<file path="src/hdl/sfd_pkg.sv">
// ----------------------------------------------------------------------------
// sfd_pkg
// Shared types and constants of the stuffed frame deframer.
// ----------------------------------------------------------------------------
package sfd_pkg;

  localparam int MAX_FRAME = 1024;
  localparam int CNT_W     = $clog2(MAX_FRAME + 1);
  localparam int IDX_W     = 10;
  localparam int FLEN_W    = 11;

  localparam logic [7:0] MARK_FE = 8'hFE;
  localparam logic [7:0] MARK_FF = 8'hFF;

  typedef enum logic [2:0] {
    EV_NONE    = 3'd0,
    EV_START   = 3'd1,
    EV_OK      = 3'd2,
    EV_ERROR   = 3'd3,
    EV_OVF     = 3'd4,
    EV_RESTART = 3'd5,
    EV_BADSTUF = 3'd6
  } event_t;

  // Received byte with its classification, as queued between front and back.
  typedef struct packed {
    logic [7:0] data;
    logic       is_fe;
    logic       is_ff;
    logic       is_zero;
  } tok_t;

endpackage

</file>
<file path="src/hdl/sfd_if.sv">
// ----------------------------------------------------------------------------
// sfd_in_if / sfd_out_if
// Valid/ready channels for received bytes and for deframer results.
// ----------------------------------------------------------------------------
interface sfd_in_if;
  logic       valid;
  logic       ready;
  logic [7:0] rx_byte;

  modport source (output valid, output rx_byte, input ready);
  modport sink   (input valid, input rx_byte, output ready);
endinterface

interface sfd_out_if;
  logic       valid;
  logic       ready;
  logic [2:0] event_res;
  logic       byte_valid;
  logic [7:0] byte_out;
  logic [9:0] byte_index;
  logic [10:0] frame_length;

  modport source (output valid, output event_res, output byte_valid, output byte_out,
                  output byte_index, output frame_length, input ready);
  modport sink   (input valid, input event_res, input byte_valid, input byte_out,
                  input byte_index, input frame_length, output ready);
endinterface

</file>
<file path="src/hdl/sfd_front.sv">
// ----------------------------------------------------------------------------
// sfd_front
// Accepts received bytes, classifies them and holds them in a two-entry queue.
// ----------------------------------------------------------------------------
module sfd_front (
  input  logic              clk,
  input  logic              rst_n,
  input  logic              in_valid,
  output logic              in_ready,
  input  logic [7:0]        in_byte,
  output logic              q_valid,
  input  logic              q_ready,
  output sfd_pkg::tok_t     q_tok
);
  import sfd_pkg::*;

  tok_t       buf_r [2];
  logic       wr_ptr_r, wr_ptr_nxt;
  logic       rd_ptr_r, rd_ptr_nxt;
  logic [1:0] fill_r, fill_nxt;
  logic       push, pop;
  tok_t       tok_in;

  always_comb begin
    tok_in.data    = in_byte;
    tok_in.is_fe   = (in_byte == MARK_FE);
    tok_in.is_ff   = (in_byte == MARK_FF);
    tok_in.is_zero = (in_byte == 8'h00);
  end

  assign in_ready = (fill_r != 2'd2);
  assign q_valid  = (fill_r != 2'd0);
  assign q_tok    = buf_r[rd_ptr_r];
  assign push     = in_valid && in_ready;
  assign pop      = q_valid && q_ready;

  always_comb begin
    wr_ptr_nxt = push ? ~wr_ptr_r : wr_ptr_r;
    rd_ptr_nxt = pop  ? ~rd_ptr_r : rd_ptr_r;
    fill_nxt   = fill_r + 2'(push) - 2'(pop);
  end

  always_ff @(posedge clk) begin
    if (!rst_n) begin
      wr_ptr_r <= 1'b0;
      rd_ptr_r <= 1'b0;
      fill_r   <= 2'd0;
    end else begin
      wr_ptr_r <= wr_ptr_nxt;
      rd_ptr_r <= rd_ptr_nxt;
      fill_r   <= fill_nxt;
    end
  end

  always_ff @(posedge clk) begin
    if (push) begin
      buf_r[wr_ptr_r] <= tok_in;
    end
  end

endmodule

</file>
<file path="src/hdl/sfd_back.sv">
// ----------------------------------------------------------------------------
// sfd_back
// Frame state tracking: stuffing removal, checksum, events and indexed writes.
// ----------------------------------------------------------------------------
module sfd_back (
  input  logic              clk,
  input  logic              rst_n,
  input  logic              q_valid,
  output logic              q_ready,
  input  sfd_pkg::tok_t     q_tok,
  output logic              out_valid,
  input  logic              out_ready,
  output logic [2:0]        out_event,
  output logic              out_byte_valid,
  output logic [7:0]        out_byte,
  output logic [9:0]        out_index,
  output logic [10:0]       out_flen
);
  import sfd_pkg::*;

  logic              in_frame_r, in_frame_nxt;
  logic              prev_fe_r, prev_fe_nxt;
  logic              prev_ff_r, prev_ff_nxt;
  logic [7:0]        xor_r, xor_nxt;
  logic [CNT_W-1:0]  cnt_r, cnt_nxt;

  logic              oval_r;
  event_t            ev_r, ev_nxt;
  logic              bval_r, bval_nxt;
  logic [7:0]        bout_r, bout_nxt;
  logic [IDX_W-1:0]  bidx_r, bidx_nxt;
  logic [FLEN_W-1:0] flen_r, flen_nxt;

  logic              take;

  // Advance when the output register is empty or being drained.
  assign take    = q_valid && (!oval_r || out_ready);
  assign q_ready = !oval_r || out_ready;

  always_comb begin
    logic store;
    logic after_mark;
    logic clear;
    store        = 1'b0;
    after_mark   = prev_fe_r || prev_ff_r;
    clear        = 1'b0;
    in_frame_nxt = in_frame_r;
    prev_fe_nxt  = prev_fe_r;
    prev_ff_nxt  = prev_ff_r;
    xor_nxt      = xor_r;
    cnt_nxt      = cnt_r;
    ev_nxt       = EV_NONE;
    bval_nxt     = 1'b0;
    bout_nxt     = 8'h00;
    bidx_nxt     = '0;
    flen_nxt     = '0;

    if (!in_frame_r) begin
      if (prev_fe_r && q_tok.is_fe) begin
        in_frame_nxt = 1'b1;
        clear        = 1'b1;
        ev_nxt       = EV_START;
      end else begin
        prev_fe_nxt = q_tok.is_fe;
        prev_ff_nxt = q_tok.is_ff;
      end
    end else begin
      priority if (q_tok.is_fe && prev_fe_r) begin
        clear  = 1'b1;
        ev_nxt = EV_RESTART;
      end else if (q_tok.is_ff && prev_ff_r) begin
        if (cnt_r < CNT_W'(2) || (xor_r ^ MARK_FF) != 8'h00) begin
          ev_nxt = EV_ERROR;
        end else begin
          ev_nxt   = EV_OK;
          flen_nxt = FLEN_W'(cnt_r - CNT_W'(2));
        end
        in_frame_nxt = 1'b0;
        clear        = 1'b1;
      end else if (q_tok.is_fe || q_tok.is_ff) begin
        store = 1'b1;
      end else if (after_mark) begin
        // Drop stuffing zero silently, flag anything else.
        if (!q_tok.is_zero) begin
          ev_nxt = EV_BADSTUF;
        end
        prev_fe_nxt = 1'b0;
        prev_ff_nxt = 1'b0;
      end else begin
        store = 1'b1;
      end

      if (store) begin
        if (cnt_r >= CNT_W'(MAX_FRAME)) begin
          ev_nxt       = EV_OVF;
          in_frame_nxt = 1'b0;
          clear        = 1'b1;
        end else begin
          bval_nxt    = 1'b1;
          bout_nxt    = q_tok.data;
          bidx_nxt    = IDX_W'(cnt_r);
          cnt_nxt     = cnt_r + CNT_W'(1);
          xor_nxt     = xor_r ^ q_tok.data;
          prev_fe_nxt = q_tok.is_fe;
          prev_ff_nxt = q_tok.is_ff;
        end
      end
    end

    if (clear) begin
      xor_nxt     = 8'h00;
      cnt_nxt     = '0;
      prev_fe_nxt = 1'b0;
      prev_ff_nxt = 1'b0;
    end
  end

  always_ff @(posedge clk) begin
    if (!rst_n) begin
      in_frame_r <= 1'b0;
      prev_fe_r  <= 1'b0;
      prev_ff_r  <= 1'b0;
      xor_r      <= 8'h00;
      cnt_r      <= '0;
      oval_r     <= 1'b0;
    end else begin
      if (take) begin
        in_frame_r <= in_frame_nxt;
        prev_fe_r  <= prev_fe_nxt;
        prev_ff_r  <= prev_ff_nxt;
        xor_r      <= xor_nxt;
        cnt_r      <= cnt_nxt;
        oval_r     <= 1'b1;
      end else if (out_ready) begin
        oval_r     <= 1'b0;
      end
    end
  end

  always_ff @(posedge clk) begin
    if (take) begin
      ev_r   <= ev_nxt;
      bval_r <= bval_nxt;
      bout_r <= bout_nxt;
      bidx_r <= bidx_nxt;
      flen_r <= flen_nxt;
    end
  end

  assign out_valid      = oval_r;
  assign out_event      = ev_r;
  assign out_byte_valid = bval_r;
  assign out_byte       = bout_r;
  assign out_index      = bidx_r;
  assign out_flen       = flen_r;

endmodule

</file>
<file path="src/hdl/stuffed_frame_deframer_top.sv">
// Each accepted byte is queued in sfd_front, then its result is registered in the sfd_back output register until taken.
// Throughput: one byte per cycle while out_if.ready keeps draining the output register of sfd_back.
// Stalls: the two-entry queue holds up to two bytes behind a stalled output register.
// Reset (rst_n low, synchronous) empties the queue and output and returns to hunting.
// ----------------------------------------------------------------------------
// stuffed_frame_deframer_top
// Byte-stuffed frame receiver with XOR checksum and indexed byte writes.
// ----------------------------------------------------------------------------
module stuffed_frame_deframer_top (
  input  logic       clk,
  input  logic       rst_n,
  sfd_in_if.sink     in_if,
  sfd_out_if.source  out_if
);
  import sfd_pkg::*;

  logic q_valid;
  logic q_ready;
  tok_t q_tok;

  sfd_front u_front (
    .clk      (clk),
    .rst_n    (rst_n),
    .in_valid (in_if.valid),
    .in_ready (in_if.ready),
    .in_byte  (in_if.rx_byte),
    .q_valid  (q_valid),
    .q_ready  (q_ready),
    .q_tok    (q_tok)
  );

  sfd_back u_back (
    .clk            (clk),
    .rst_n          (rst_n),
    .q_valid        (q_valid),
    .q_ready        (q_ready),
    .q_tok          (q_tok),
    .out_valid      (out_if.valid),
    .out_ready      (out_if.ready),
    .out_event      (out_if.event_res),
    .out_byte_valid (out_if.byte_valid),
    .out_byte       (out_if.byte_out),
    .out_index      (out_if.byte_index),
    .out_flen       (out_if.frame_length)
  );

endmodule

</file>
<file path="src/flat_wrapper.sv">
// flat-port wrapper written by rule: the top's interface ports become plain ports
module stuffed_frame_deframer_top_flat import sfd_pkg::*;
  (clk, rst_n, in_if_valid, in_if_rx_byte, in_if_ready, out_if_valid, out_if_event_res, out_if_byte_valid, out_if_byte_out, out_if_byte_index, out_if_frame_length, out_if_ready);
  sfd_in_if in_if_i ();
  sfd_out_if out_if_i ();
  input  logic clk;
  input  logic rst_n;
  input wire logic [$bits(in_if_i.valid)-1:0] in_if_valid;
  input wire logic [$bits(in_if_i.rx_byte)-1:0] in_if_rx_byte;
  output wire logic [$bits(in_if_i.ready)-1:0] in_if_ready;
  output wire logic [$bits(out_if_i.valid)-1:0] out_if_valid;
  output wire logic [$bits(out_if_i.event_res)-1:0] out_if_event_res;
  output wire logic [$bits(out_if_i.byte_valid)-1:0] out_if_byte_valid;
  output wire logic [$bits(out_if_i.byte_out)-1:0] out_if_byte_out;
  output wire logic [$bits(out_if_i.byte_index)-1:0] out_if_byte_index;
  output wire logic [$bits(out_if_i.frame_length)-1:0] out_if_frame_length;
  input wire logic [$bits(out_if_i.ready)-1:0] out_if_ready;
  assign in_if_i.valid = in_if_valid;
  assign in_if_i.rx_byte = in_if_rx_byte;
  assign in_if_ready = in_if_i.ready;
  assign out_if_valid = out_if_i.valid;
  assign out_if_event_res = out_if_i.event_res;
  assign out_if_byte_valid = out_if_i.byte_valid;
  assign out_if_byte_out = out_if_i.byte_out;
  assign out_if_byte_index = out_if_i.byte_index;
  assign out_if_frame_length = out_if_i.frame_length;
  assign out_if_i.ready = out_if_ready;
  stuffed_frame_deframer_top u_core (.clk(clk), .rst_n(rst_n), .in_if(in_if_i), .out_if(out_if_i));
endmodule
</file>
<file path="config.mk">
export PLATFORM = sky130hd
export DESIGN_NAME = stuffed_frame_deframer_top_flat
export DESIGN_NICKNAME = d
export VERILOG_FILES = /design/src/hdl/sfd_pkg.sv /design/src/hdl/sfd_if.sv /design/src/hdl/sfd_front.sv /design/src/hdl/sfd_back.sv /design/src/hdl/stuffed_frame_deframer_top.sv /design/src/flat_wrapper.sv
export SDC_FILE = /design/constraint.sdc
export NUM_CORES = 1
export LEC_CHECK = 0
export ABC_AREA = 1
export BUFFER_PORTS_ARGS = -buffer_cell sky130_fd_sc_hd__buf_2
export CORE_MARGIN = 2
export CORE_UTILIZATION = 52
export DETAILED_ROUTE_END_ITERATION = 12
export PLACE_DENSITY_LB_ADDON = 0.05
export SLEW_MARGIN = 20
export SYNTH_ARGS = -nofsm -noshare
export SYNTH_HDL_FRONTEND = slang
export SYNTH_SLANG_ARGS = --single-unit
</file>
<file path="constraint.sdc">
create_clock -name clk -period 2.5 [get_ports clk]
set_input_delay 0.5 -clock clk [delete_from_list [all_inputs] [get_ports clk]]
set_output_delay 0.5 -clock clk [all_outputs]
set_load 0.03 [all_outputs]
</file>
==> results of run 1 <==
-- power by group --
part | total (mW) | switching, mW | internal (mW)
clock | 0.911 | 0.453 | 0.457
combinational | 1.48 | 1.08 | 0.392
sequential | 1.97 | 0.107 | 1.86
total | 4.35 | 1.64 | 2.71
-- sequential cells by signal (all words and copies together) (netlist names), named ones only --
register and count:
u_core.u_back.prev_fe_r 1, u_core.u_front.buf_r 22, u_core.u_front.wr_ptr_r 1, u_core.u_back.xor_r 8, u_core.u_back.out_flen 11, u_core.u_front.rd_ptr_r 1, u_core.u_back.out_index 10, u_core.u_back.out_byte_valid 1
u_core.u_back.prev_ff_r 1, u_core.u_back.in_frame_r 1, u_core.u_back.out_byte 8, u_core.u_back.cnt_r 11, u_core.u_back.out_valid 1, u_core.u_back.out_event 3, u_core.u_front.fill_r 2
-- critical path, delay by kind of cell, from the launching register on --
family                   cells  cell delay (ps)
flip-flops                   1              370
AND/OR/NAND/NOR              6             1050
buffers and inverters        2              260
adder cells (fa/ha/maj)      1              200
-- kinds of logic after synthesis --
group	after synthesis
simple gates	187
flops	83
fa+ha+maj	6
xor+xnor	4
compound gates	42
buf+inv	61
mux	1
-- final cells by class --
type,count,area share (%)
clock buffer,11,3.07
clock inverter,5,1.26
inverter,53,4.66
multi-input combinational,240,30.0
sequential,83,51.8
tap,96,2.81
timing repair buffer,52,6.44
-- through the flow --
stage / area [um2] / util [%] / std cells
2_1_floorplan: 3740 / - / 384
3_3_place_gp: 4090 / 59.5 / 524
3_5_place_dp: 4090 / 59.5 / 524
4_1_cts: 4270 / 62.2 / 540
5_1_grt: 4270 / 62.2 / 540
6_report: 4270 / 62.2 / 540
-- cells in the final DEF (no fill, tap or decap), types with 2 or more instances in the layout --
master                       netlist  routed
sky130_fd_sc_hd__nand2_1          59      59
sky130_fd_sc_hd__ha_1              6       6
sky130_fd_sc_hd__xor2_1            4       4
sky130_fd_sc_hd__nor2_2            2       2
sky130_fd_sc_hd__nand2_2           5       5
sky130_fd_sc_hd__nor2_1           58      58
sky130_fd_sc_hd__a21oi_1          22      22
sky130_fd_sc_hd__buf_4             0       6
sky130_fd_sc_hd__nand3_2           2       2
sky130_fd_sc_hd__nand3_1          17      17
sky130_fd_sc_hd__buf_2             6      46
sky130_fd_sc_hd__clkbuf_8          0       9
sky130_fd_sc_hd__nor2_4            2       2
sky130_fd_sc_hd__nor3b_2           7       7
sky130_fd_sc_hd__o21ai_0          17      17
sky130_fd_sc_hd__or2_2             8       8
sky130_fd_sc_hd__clkbuf_1          0       2
sky130_fd_sc_hd__inv_1            52      52
sky130_fd_sc_hd__nor3b_1           5       5
sky130_fd_sc_hd__edfxtp_1         55      55
sky130_fd_sc_hd__nand3b_1          2       2
sky130_fd_sc_hd__dfxtp_1          28      28
sky130_fd_sc_hd__nand4_1           6       6
sky130_fd_sc_hd__clkinvlp_4        0       2
sky130_fd_sc_hd__nor3_1            9       9
-- per-layer routing --
| layer | up-vias | wire (um) |
|---|---|---|
| met3 | 9 | 267 |
| met5 | - | 0 |
| met4 | 0 | 91 |
| li1 | 1376 | - |
| met2 | 67 | 3480 |
| met1 | 1249 | 3020 |
-- how the worst max path moves through the flow --
| stage | end | slack, ps | depth (start not counted) |
|---|---|---|---|
| 2_1_floorplan | u_core.u_back.cnt_r[8] | 120 | 11 |
| 3_3_place_gp | u_core.u_back.out_flen[10] | 380 | 9 |
| 3_5_place_dp | u_core.u_back.out_flen[10] | 400 | 9 |
| 4_1_cts | u_core.u_back.out_flen[10] | 390 | 9 |
| 5_1_grt | u_core.u_back.out_flen[10] | 170 | 9 |
| 6_report | u_core.u_back.out_flen[10] | 360 | 9 |
==> summary.txt, run 1 <==
==========================================================================================
Setup skew after layout .....................................................      4.21 ps
Total count of hold-check failures in the final report ......................            0
PnR worst setup slack .......................................................       361 ps
# IOs .......................................................................           47
Compound-gate portion of the synthesized area ...............................        5.85%
Area of the core ............................................................     6870 um2
Overflow after GRT ..........................................................            0
Half-perimeter wire length after detailed placement .........................      5080 um
Area fraction of the dominant cell type after synthesis .....................        44.1%
FF+latch count, synth .......................................................           83
Main combinational cell family by area after synthesis ...................... simple AND/OR/NAND/NOR gates
# clock sinks ...............................................................           83
Warnings from Yosys .........................................................            0
Master of the slowest instance on the critical path ......................... sky130_fd_sc_hd__nand3_1
Kind of capture point of the worst setup path ...............................         flop
Pin count of the biggest net entering global routing ........................           21
Top cell type by total area after synthesis ................................. sky130_fd_sc_hd__edfxtp_1
Shortest clock period the worst path allows after layout ....................      2140 ps
Post-Synthesis Net Count ....................................................          402
Total number of H-tree levels ...............................................            3
Minimum setup slack after placement .........................................       400 ps
Worst min-delay path class .................................................. primary input to flop
Register-to-register setup slack ............................................       360 ps
Worst path max stage delay ..................................................       430 ps
Clock latency on the worst-skew pair ........................................       340 ps
Clock root buffer ........................................................... sky130_fd_sc_hd__clkbuf_8
Multiplexer area fraction after synthesis ...................................       0.267%
Number of vias in the routed layout .........................................         2701
Yosys cell types ............................................................           32
Worst slew margin relative to its limit .....................................        67.9%
Total leakage power .........................................................      1.77 nW
Total CTS buffers ...........................................................            9
Fin Hold WS .................................................................       371 ps
Beginning of the worst hold path ............................................ in_if_rx_byte[6]
Ratio of routed vias to standard cells ......................................         5.00
Synthesized area per cell ...................................................     9.75 um2
Peak-usage layer in the global routing report ...............................         met2
Outcome ..................................................................... finished clean
Maximum ir drop on the vdd rail .............................................   0.000503 V
Critical Path Source Type ...................................................         flop
Via count of the first global-routing pass ..................................         2507
Number of nets in the layout ................................................          457
Area delta synth->final .....................................................        14.1%
Initial detailed-routing violation count ....................................          105
Quantity of hold-fixing buffers added after cts .............................            0
Clock slew at the register clock pins of the worst setup and hold paths .....        80 ps
List of cells traversed by the critical path ................................ inv_1 -> ha_1 -> nand2_1 -> nor2_1 -> inv_1 -> nor2_1 -> nand4_1 -> nand3_1 -> nor3_1
Antenna Violating Nets Remaining ............................................            0
Clock tree from TritonCTS ...................................................         done
Summed instance area of the synthesized netlist .............................     3740 um2
Top post-synthesis cells by count ........................................... sky130_fd_sc_hd__nand2_1, sky130_fd_sc_hd__nor2_1, sky130_fd_sc_hd__edfxtp_1, sky130_fd_sc_hd__inv_1, sky130_fd_sc_hd__dfxtp_1
Die W .......................................................................      88.9 um
Fraction of final layout cells with drive strength greater than 1 ...........        21.8%
Share of synthesized cell area in full adder, half adder and majority cells .        2.00%
Met3 GRT Util ...............................................................        4.01%
Number of max-slew violations in the final report ...........................            0
Maximum capacitance violations ..............................................            0
Worst Path Class, Setup ..................................................... flop to flop
Final setup violation count .................................................            0
Setup_tns ...................................................................         0 ps
DIE AREA ....................................................................     7900 um2
Primary FF master, synth .................................................... sky130_fd_sc_hd__edfxtp_1
Dominant cell by count in the synthesized netlist ........................... sky130_fd_sc_hd__nand2_1
Drt pass-1 iters ............................................................            4
Number of fill cells ........................................................          571
Max Root-Sink Buffers .......................................................            2
Simple-gate portion of the synthesized area .................................        25.2%
Total GRT Usage .............................................................        18.8%
Measured slew at the worst slew-check pin ...................................       480 ps
WL/cell .....................................................................      12.7 um
Destination of the worst hold path .......................................... u_core.u_front.buf_r[0][9]
Required time of the critical path ..........................................      2570 ps
Synth area leaders .......................................................... sky130_fd_sc_hd__edfxtp_1, sky130_fd_sc_hd__dfxtp_1, sky130_fd_sc_hd__nand2_1
Effective utilization at floorplan ..........................................        54.5%
Hold path cells .............................................................            1
Crit Reg-Reg Endpoint ....................................................... u_core.u_back.out_flen[10]
Pwr/cell area ...............................................................  1020 nW/um2
Share of the clock period used by the worst path ............................        85.6%
Post-cts gate resize count ..................................................            0
Fmax ........................................................................      467 MHz
Met2 Resource Use GR ........................................................        33.1%
Total detailed-routing wirelength ...........................................      6860 um
Met1 usage in global routing ................................................        22.1%
Data arrival time at the worst-slack endpoint ...............................      2210 ps
Post-layout total power .....................................................      4.35 mW
Instance count of the mapped netlist ........................................          384
R2R Path Start .............................................................. u_core.u_back.cnt_r[1]
Antenna cell count ..........................................................            0
DIE HEIGHT ..................................................................      88.9 um
Residual DRC count ..........................................................            0
Share of synthesized area occupied by flip-flops and latches ................        59.1%
Worst setup path start ...................................................... u_core.u_back.cnt_r[1]
R2R depth ...................................................................            9
Initial antenna violation count .............................................            0
Std-Cell Rows ...............................................................           30
Number of flops mapped to enable cells by yosys .............................           55
IO buf count ................................................................           46
Area used by sequential logic in the layout .................................     2210 um2
Async SR Flop Fraction ......................................................           0%
Postcts setup bufs ..........................................................            0
Peak fanout along the critical path .........................................           11
RD Place Congestion .........................................................        0.886
Unrepaired setup endpoints after global routing .............................           no
Global-route wire length before repair ......................................     11300 um
Fraction of synthesized cell area in xor and xnor cells .....................       0.936%
Multi-input gate area .......................................................     1280 um2
==========================================================================================
Power figures use the tool's default switching activity.
==> run 2: changes to the inputs <==
--- a/config.mk
+++ b/config.mk
@@ -8,7 +8,7 @@
 export ABC_AREA = 1
 export BUFFER_PORTS_ARGS = -buffer_cell sky130_fd_sc_hd__buf_2
 export CORE_MARGIN = 2
-export CORE_UTILIZATION = 52
+export CORE_UTILIZATION = 40
 export DETAILED_ROUTE_END_ITERATION = 12
 export PLACE_DENSITY_LB_ADDON = 0.05
 export SLEW_MARGIN = 20
==> run 2 against run 1 <==
  * Combinational power about the same
  * Sequential share of layout area down 0.60 points
  * Global-route usage down 2.8 points
  * Clock-buffer cell count down 1
  * Register-to-register slack better by 60 ps
  * Clock power up 12%
  * Flip-flop and latch count unchanged
  * Maximum frequency up 3.1%
  * Sequential power about the same
  * Utilization down 15 points
  * Die area up 29%
  * Largest power group unchanged
==> summary.txt, run 2 (synthesis results as in run 1) <==
======================================================================================
Pin count of the biggest net entering global routing ....................           23   was 21
Shortest clock period the worst path allows after layout ................      2080 ps   was 2140 ps
Maximum capacitance violations ..........................................            0   unchanged
Worst Path Class, Setup ................................................. flop to flop   unchanged
Max Root-Sink Buffers ...................................................            2   unchanged
Fmax ....................................................................      482 MHz   was 467 MHz
Total detailed-routing wirelength .......................................      7260 um   was 6860 um
Total CTS buffers .......................................................            9   unchanged
Data arrival time at the worst-slack endpoint ...........................      2160 ps   was 2210 ps
Overflow after GRT ......................................................            0   unchanged
Total number of H-tree levels ...........................................            3   unchanged
Fraction of final layout cells with drive strength greater than 1 .......        22.2%   was 21.8%
Worst path max stage delay ..............................................       400 ps   was 430 ps
Initial antenna violation count .........................................            0   unchanged
Post-cts gate resize count ..............................................            0   unchanged
Leading cell type in the layout, fill and taps excluded ................. sky130_fd_sc_hd__nand2_1   unchanged
Initial detailed-routing violation count ................................          108   was 105
Antenna cell count ......................................................            0   unchanged
# IOs ...................................................................           47   unchanged
RD Place Congestion .....................................................        0.783   was 0.886
Die W ...................................................................       101 um   was 88.9 um
Required time of the critical path ......................................      2590 ps   was 2570 ps
Clock tree from TritonCTS ...............................................         done   unchanged
Final setup violation count .............................................            0   unchanged
Total leakage power .....................................................      1.79 nW   was 1.77 nW
Commonest cells after routing, fill and taps aside ...................... sky130_fd_sc_hd__nand2_1, sky130_fd_sc_hd__nor2_1, sky130_fd_sc_hd__edfxtp_1, sky130_fd_sc_hd__inv_1, sky130_fd_sc_hd__buf_2   unchanged
Post-Route Utilization ..................................................        47.2%   was 62.2%
Worst slew margin relative to its limit .................................        68.8%   was 67.9%
Number of max-slew violations in the final report .......................            0   unchanged
# clock sinks ...........................................................           83   unchanged
DIE AREA ................................................................    10200 um2   was 7900 um2
List of cells traversed by the critical path ............................ inv_1 -> ha_1 -> nand2_1 -> nor2_1 -> inv_1 -> nor2_1 -> nand4_1 -> nand3_1 -> nor3_1   unchanged
Master of the slowest instance on the critical path ..................... sky130_fd_sc_hd__nand3_1   unchanged
Area delta synth->final .................................................        15.4%   was 14.1%
Clock slew at the register clock pins of the worst setup and hold paths .        80 ps   about the same
Ratio of routed vias to standard cells ..................................         4.76   was 5.00
DIE HEIGHT ..............................................................       101 um   was 88.9 um
Antenna Violating Nets Remaining ........................................            0   unchanged
Outcome ................................................................. finished clean   unchanged
Worst min-delay path class .............................................. primary input to flop   unchanged
Minimum setup slack after placement .....................................       395 ps   was 400 ps
Critical Path Source Type ...............................................         flop   unchanged
Kind of capture point of the worst setup path ...........................         flop   unchanged
Clock root buffer ....................................................... sky130_fd_sc_hd__clkbuf_8   unchanged
Cell family with the largest share of critical-path delay ............... simple AND/OR/NAND/NOR gates   unchanged
Register with the highest flop count .................................... u_core.u_front.buf_r   unchanged
Setup_tns ...............................................................         0 ps   unchanged
Quantity of hold-fixing buffers added after cts .........................            0   unchanged
Share of the clock period used by the worst path ........................        83.0%   was 85.6%
Peak fanout along the critical path .....................................           11   unchanged
Setup skew after layout .................................................      12.2 ps   was 4.21 ps
Total GRT Usage .........................................................        16.0%   was 18.8%
Unrepaired setup endpoints after global routing .........................           no   unchanged
Flip-flop count of the largest register, all copies and words added .....           22   unchanged
IO buf count ............................................................           46   unchanged
Via count of the first global-routing pass ..............................         2580   was 2507
Std-Cell Rows ...........................................................           35   was 30
Global-route wire length before repair ..................................     12400 um   was 11300 um
Drt pass-1 iters ........................................................            4   unchanged
PnR worst setup slack ...................................................       424 ps   was 361 ps
Number of vias in the routed layout .....................................         2645   was 2701
Clock latency on the worst-skew pair ....................................       360 ps   was 340 ps
Maximum ir drop on the vdd rail .........................................   0.000393 V   was 0.000503 V
Measured slew at the worst slew-check pin ...............................       466 ps   was 480 ps
Residual DRC count ......................................................            0   unchanged
Worst Path Buf+Inv ......................................................            2   unchanged
Total count of hold-check failures in the final report ..................            0   unchanged
Area of the core ........................................................     9150 um2   was 6870 um2
Number of nets in the layout ............................................          458   was 457
WL/cell .................................................................      13.0 um   was 12.7 um
Pwr/cell area ...........................................................  1030 nW/um2   was 1020 nW/um2
Effective utilization at floorplan ......................................        40.9%   was 54.5%
Half-perimeter wire length after detailed placement .....................      5290 um   was 5080 um
Postcts setup bufs ......................................................            0   unchanged
======================================================================================
run 2: final timing paths:
| path | end | from | depth (start not counted) | slack, ps |
|---|---|---|---|---|
| worst max-delay path | u_core.u_back.out_flen[8] | u_core.u_back.cnt_r[1] | 9 | 420 |
| worst min-delay path | u_core.u_front.buf_r[0][9] | in_if_rx_byte[6] | 1 | 360 |
| worst max register to register | u_core.u_back.out_flen[8] | u_core.u_back.cnt_r[1] | 9 | 420 |
| worst min register to register | u_core.u_front.rd_ptr_r | u_core.u_front.rd_ptr_r | 1 | 460 |
run 2: power by group:
| part | internal [mW] | switching, mW |
|---|---|---|
| Sequential | 1.86 | 0.106 |
| Combinational | 0.395 | 1.09 |
| Clock | 0.556 | 0.469 |
run 2: area by class of cell:
class	count	area, um2
Tap cell	111	139
Fill cell	888	4830
Clock buffer	10	128
Multi-Input combinational cell	240	1280
Timing Repair Buffer	53	283
Inverter	53	199
Clock inverter	6	81.3
Sequential cell	83	2210
run 2: metrics by stage:
stage	instances	power (mW)	cell area, um2	hold WS [ps]
6_report	556	4.47	4320	357
5_1_grt	556	4.77	4320	347
4_1_cts	556	4.53	4320	343
3_5_place_dp	540	3.50	4110	448
3_3_place_gp	540	3.50	4110	440
2_1_floorplan	384	3.07	3740	425
run 2: worst reg2reg max path, cell delays in order (launching register included):
cell                      delay (ps)
sky130_fd_sc_hd__dfxtp_1         380
sky130_fd_sc_hd__inv_1           170
sky130_fd_sc_hd__ha_1            190
sky130_fd_sc_hd__nand2_1          70
sky130_fd_sc_hd__nor2_1          130
sky130_fd_sc_hd__inv_1            70
sky130_fd_sc_hd__nor2_1          160
sky130_fd_sc_hd__nand4_1         140
sky130_fd_sc_hd__nand3_1         400
sky130_fd_sc_hd__nor3_1           90
run 2: metal layers:
layer / wire, um / vias up / GRT usage, %
met4: 107 / 0 / 6.32
met1: 3370 / 1215 / 19.6
li1: - / 1377 / -
met2: 3530 / 43 / 27.1
met3: 247 / 10 / 3.88
met5: 0 / - / 0
==> run 3: changes to the inputs <==
==> constraint.sdc (replaced) <==
create_clock -name clk -period 1.94 [get_ports clk]
set_input_delay 0.388 -clock clk [delete_from_list [all_inputs] [get_ports clk]]
set_output_delay 0.388 -clock clk [all_outputs]
set_load 0.03 [all_outputs]
==> run 3 against run 2 <==
  * Hold slack got worse by 100 ps
  * Design area up 4.0%
  * Highest routed layer unchanged
  * Critical path depth unchanged
  * Utilization grew 1.9 points
  * Die area unchanged
  * Clock skew fell by 3.3 ps
  * Non-clock buffer count is 9 higher
  * Routed wire length shrank 0.57%
==> summary.txt, run 3 (synthesis results as in run 1) <==
======================================================================================
Total GRT Usage .........................................................        16.0%   about the same
Total detailed-routing wirelength .......................................      7210 um   was 7260 um
Worst path max stage delay ..............................................       350 ps   was 400 ps
Clock root buffer ....................................................... sky130_fd_sc_hd__clkbuf_8   unchanged
Unrepaired setup endpoints after global routing .........................           no   unchanged
Initial detailed-routing violation count ................................           72   was 108
Kind of capture point of the worst setup path ...........................         flop   unchanged
Effective utilization at floorplan ......................................        40.9%   unchanged
Antenna Violating Nets Remaining ........................................            0   unchanged
DIE HEIGHT ..............................................................       101 um   unchanged
Detailed-routed wire length on met3 .....................................       199 um   was 247 um
Drt pass-1 iters ........................................................            4   unchanged
Global-route wire length before repair ..................................     12500 um   was 12400 um
Leading cell type in the layout, fill and taps excluded ................. sky130_fd_sc_hd__nand2_1   unchanged
Data arrival time at the worst-slack endpoint ...........................      2020 ps   was 2160 ps
Via count of the first global-routing pass ..............................         2578   was 2580
# clock sinks ...........................................................           83   unchanged
Half-perimeter wire length after detailed placement .....................      5400 um   was 5290 um
Total number of H-tree levels ...........................................            3   unchanged
Number of nets in the layout ............................................          467   was 458
Overflow after GRT ......................................................            0   unchanged
Number of vias in the routed layout .....................................         2674   was 2645
RD Place Congestion .....................................................        0.870   was 0.783
Clock tree from TritonCTS ...............................................         done   unchanged
Crit-path most repeated cell ............................................ sky130_fd_sc_hd__nand2_1
Highest routing layer actually used .....................................         met4   unchanged
Count of placed standard cells in the final layout, fillers left out ....          565   was 556
Total leakage power .....................................................      1.84 nW   was 1.79 nW
Shortest clock period the worst path allows after layout ................      1730 ps   was 2080 ps
# IOs ...................................................................           47   unchanged
Maximum ir drop on the vdd rail .........................................   0.000589 V   was 0.000393 V
IO buf count ............................................................           46   unchanged
Worst min-delay path class .............................................. primary input to flop   unchanged
Area delta synth->final .................................................        20.1%   was 15.4%
Cell-internal power .....................................................      3.70 mW   was 2.81 mW
Measured slew at the worst slew-check pin ...............................       389 ps   was 466 ps
Commonest cells after routing, fill and taps aside ...................... sky130_fd_sc_hd__nand2_1, sky130_fd_sc_hd__nor2_1, sky130_fd_sc_hd__edfxtp_1, sky130_fd_sc_hd__inv_1, sky130_fd_sc_hd__buf_2   unchanged
End point of the critical path .......................................... u_core.u_back.xor_r[6]   was u_core.u_back.out_flen[8]
Register-to-register setup slack ........................................       210 ps   was 420 ps
Critical Path Source Type ...............................................         flop   unchanged
Number of max-slew violations in the final report .......................            0   unchanged
Max Root-Sink Buffers ...................................................            2   unchanged
Antenna cell count ......................................................            0   unchanged
Clock network fraction of total power ...................................        22.4%   was 22.9%
Total routed wire length on the met1 layer ..............................      3330 um   was 3370 um
Clock latency on the worst-skew pair ....................................       350 ps   was 360 ps
Quantity of hold-fixing buffers added after cts .........................            0   unchanged
Ratio of routed vias to standard cells ..................................         4.73   was 4.76
Pwr/cell area ...........................................................  1310 nW/um2   was 1030 nW/um2
R2R depth ...............................................................            9   unchanged
Final setup violation count .............................................            0   unchanged
WL/cell .................................................................      12.8 um   was 13.0 um
Flip-flop count of the largest register, all copies and words added .....           22   unchanged
Master of the slowest instance on the critical path ..................... sky130_fd_sc_hd__dfxtp_1   was sky130_fd_sc_hd__nand3_1
Clock slew at the register clock pins of the worst setup and hold paths .        80 ps   about the same
Std-Cell Rows ...........................................................           35   unchanged
Total count of hold-check failures in the final report ..................            0   unchanged
Worst Path Class, Setup ................................................. flop to flop   unchanged
DIE AREA ................................................................    10200 um2   unchanged
Pin count of the biggest net entering global routing ....................           31   was 23
Switching power total ...................................................      2.19 mW   was 1.66 mW
Fraction of final layout cells with drive strength greater than 1 .......        27.1%   was 22.2%
Register with the highest flop count .................................... u_core.u_front.buf_r   unchanged
Post-layout total power .................................................      5.90 mW   was 4.47 mW
Fmax ....................................................................      577 MHz   was 482 MHz
Share of the clock period used by the worst path ........................        89.3%   was 83.0%
Combinational share of power ............................................        34.4%   was 33.1%
Initial antenna violation count .........................................            0   unchanged
Setup_tns ...............................................................         0 ps   unchanged
Total CTS buffers .......................................................            9   unchanged
Placed instance count ...................................................          546   was 540
List of cells traversed by the critical path ............................ inv_2 -> nand2_1 -> nand3_1 -> nand2_1 -> inv_1 -> nand4_2 -> nand3_4 -> nand2_4 -> nor3b_2   was inv_1 -> ha_1 -> nand2_1 -> nor2_1 -> inv_1 -> nor2_1 -> nand4_1 -> nand3_1 -> nor3_1
Setup skew after layout .................................................      8.94 ps   was 12.2 ps
Maximum capacitance violations ..........................................            0   unchanged
WL met2 .................................................................      3550 um   was 3530 um
Area of the core ........................................................     9150 um2   unchanged
Die W ...................................................................       101 um   unchanged
Outcome ................................................................. finished clean   unchanged
Peak fanout along the critical path .....................................           14   was 11
Net switching share of the total power ..................................        37.2%   was 37.1%
Worst slew margin relative to its limit .................................        74.0%   was 68.8%
Proportion of power drawn by flip-flops and latches .....................        43.1%   was 44.0%
Residual DRC count ......................................................            0   unchanged
Required time of the critical path ......................................      2230 ps   was 2590 ps
Crit Reg-Reg Endpoint ................................................... u_core.u_back.xor_r[6]   was u_core.u_back.out_flen[8]
======================================================================================
run 3: cell count changes in the layout (fill, tap and decap cells not counted), moves of 3 or more:
| cell | before | now |
|---|---|---|
| sky130_fd_sc_hd__buf_4 | 7 | 14 |
| sky130_fd_sc_hd__inv_2 | 1 | 4 |
| sky130_fd_sc_hd__nor3b_2 | 7 | 11 |
| sky130_fd_sc_hd__inv_1 | 52 | 48 |
| sky130_fd_sc_hd__nor3b_1 | 5 | 1 |
run 3: stage by stage:
| step | util, % | hold slack (ps) | setup WS, ps | cell area, um2 |
|---|---|---|---|---|
| 2_1_floorplan | - | 425 | -178 | 3830 |
| 3_3_place_gp | 46.4 | 434 | 202 | 4250 |
| 3_5_place_dp | 46.4 | 445 | 125 | 4250 |
| 4_1_cts | 48.7 | 239 | 120 | 4460 |
| 5_1_grt | 49.1 | 246 | 6.82 | 4500 |
| 6_report | 49.1 | 256 | 208 | 4500 |
run 3: what timing repair did:
action	4_1_cts	5_1_grt
gates resized for setup	0	2
buffers inserted	0	3
endpoints found under the hold margin	0	0
endpoints found under the setup margin	0	13
run 3: metal layers:
layer  GRT usage, %  up-vias
met1           19.6     1219
met4           6.32        0
met5              0        -
li1               -     1402
met2           27.5       43
met3           3.33       10
run 3: final cells by class:
cell class / instances / area, um2
Tap cell: 111 / 139
Inverter: 53 / 203
Timing Repair Buffer: 62 / 367
Multi-Input combinational cell: 240 / 1360
Clock buffer: 11 / 131
Fill cell: 878 / 4660
Clock inverter: 5 / 77.6
Sequential cell: 83 / 2220
run 3: critical path: cells and delay by family (launching register included):
family	cells	cell delay, ps
and+or+nand+nor	7	1060
DFF	1	350
buffers and inverters	2	260
run 3: worst min path at each step:
stage | startpoint | endpoint | slack [ps] | cells after the start
floorplan | u_core.u_front.rd_ptr_r | flop | 430 | 1
global placement | u_core.u_front.rd_ptr_r | u_core.u_front.rd_ptr_r | 430 | 1
detailed placement | u_core.u_front.rd_ptr_r | u_core.u_front.rd_ptr_r | 450 | 1
CTS | in_if_rx_byte[5] | u_core.u_front.buf_r[0][8] | 240 | 1
global route | in_if_rx_byte[5] | u_core.u_front.buf_r[0][8] | 250 | 1
finish | in_if_rx_byte[6] | u_core.u_front.buf_r[0][9] | 260 | 1
run 3: power groups by stage:
stage / combinational, mW / sequential [mW] / clock (mW)
final: 2.03 / 2.54 / 1.32
after global placement: 2.04 / 2.58 / 0
after floorplan: 0.924 / 3.13 / 0
after CTS: 2.06 / 2.55 / 1.36
after detailed placement: 2.06 / 2.59 / 0
after global routing: 2.26 / 2.59 / 1.43
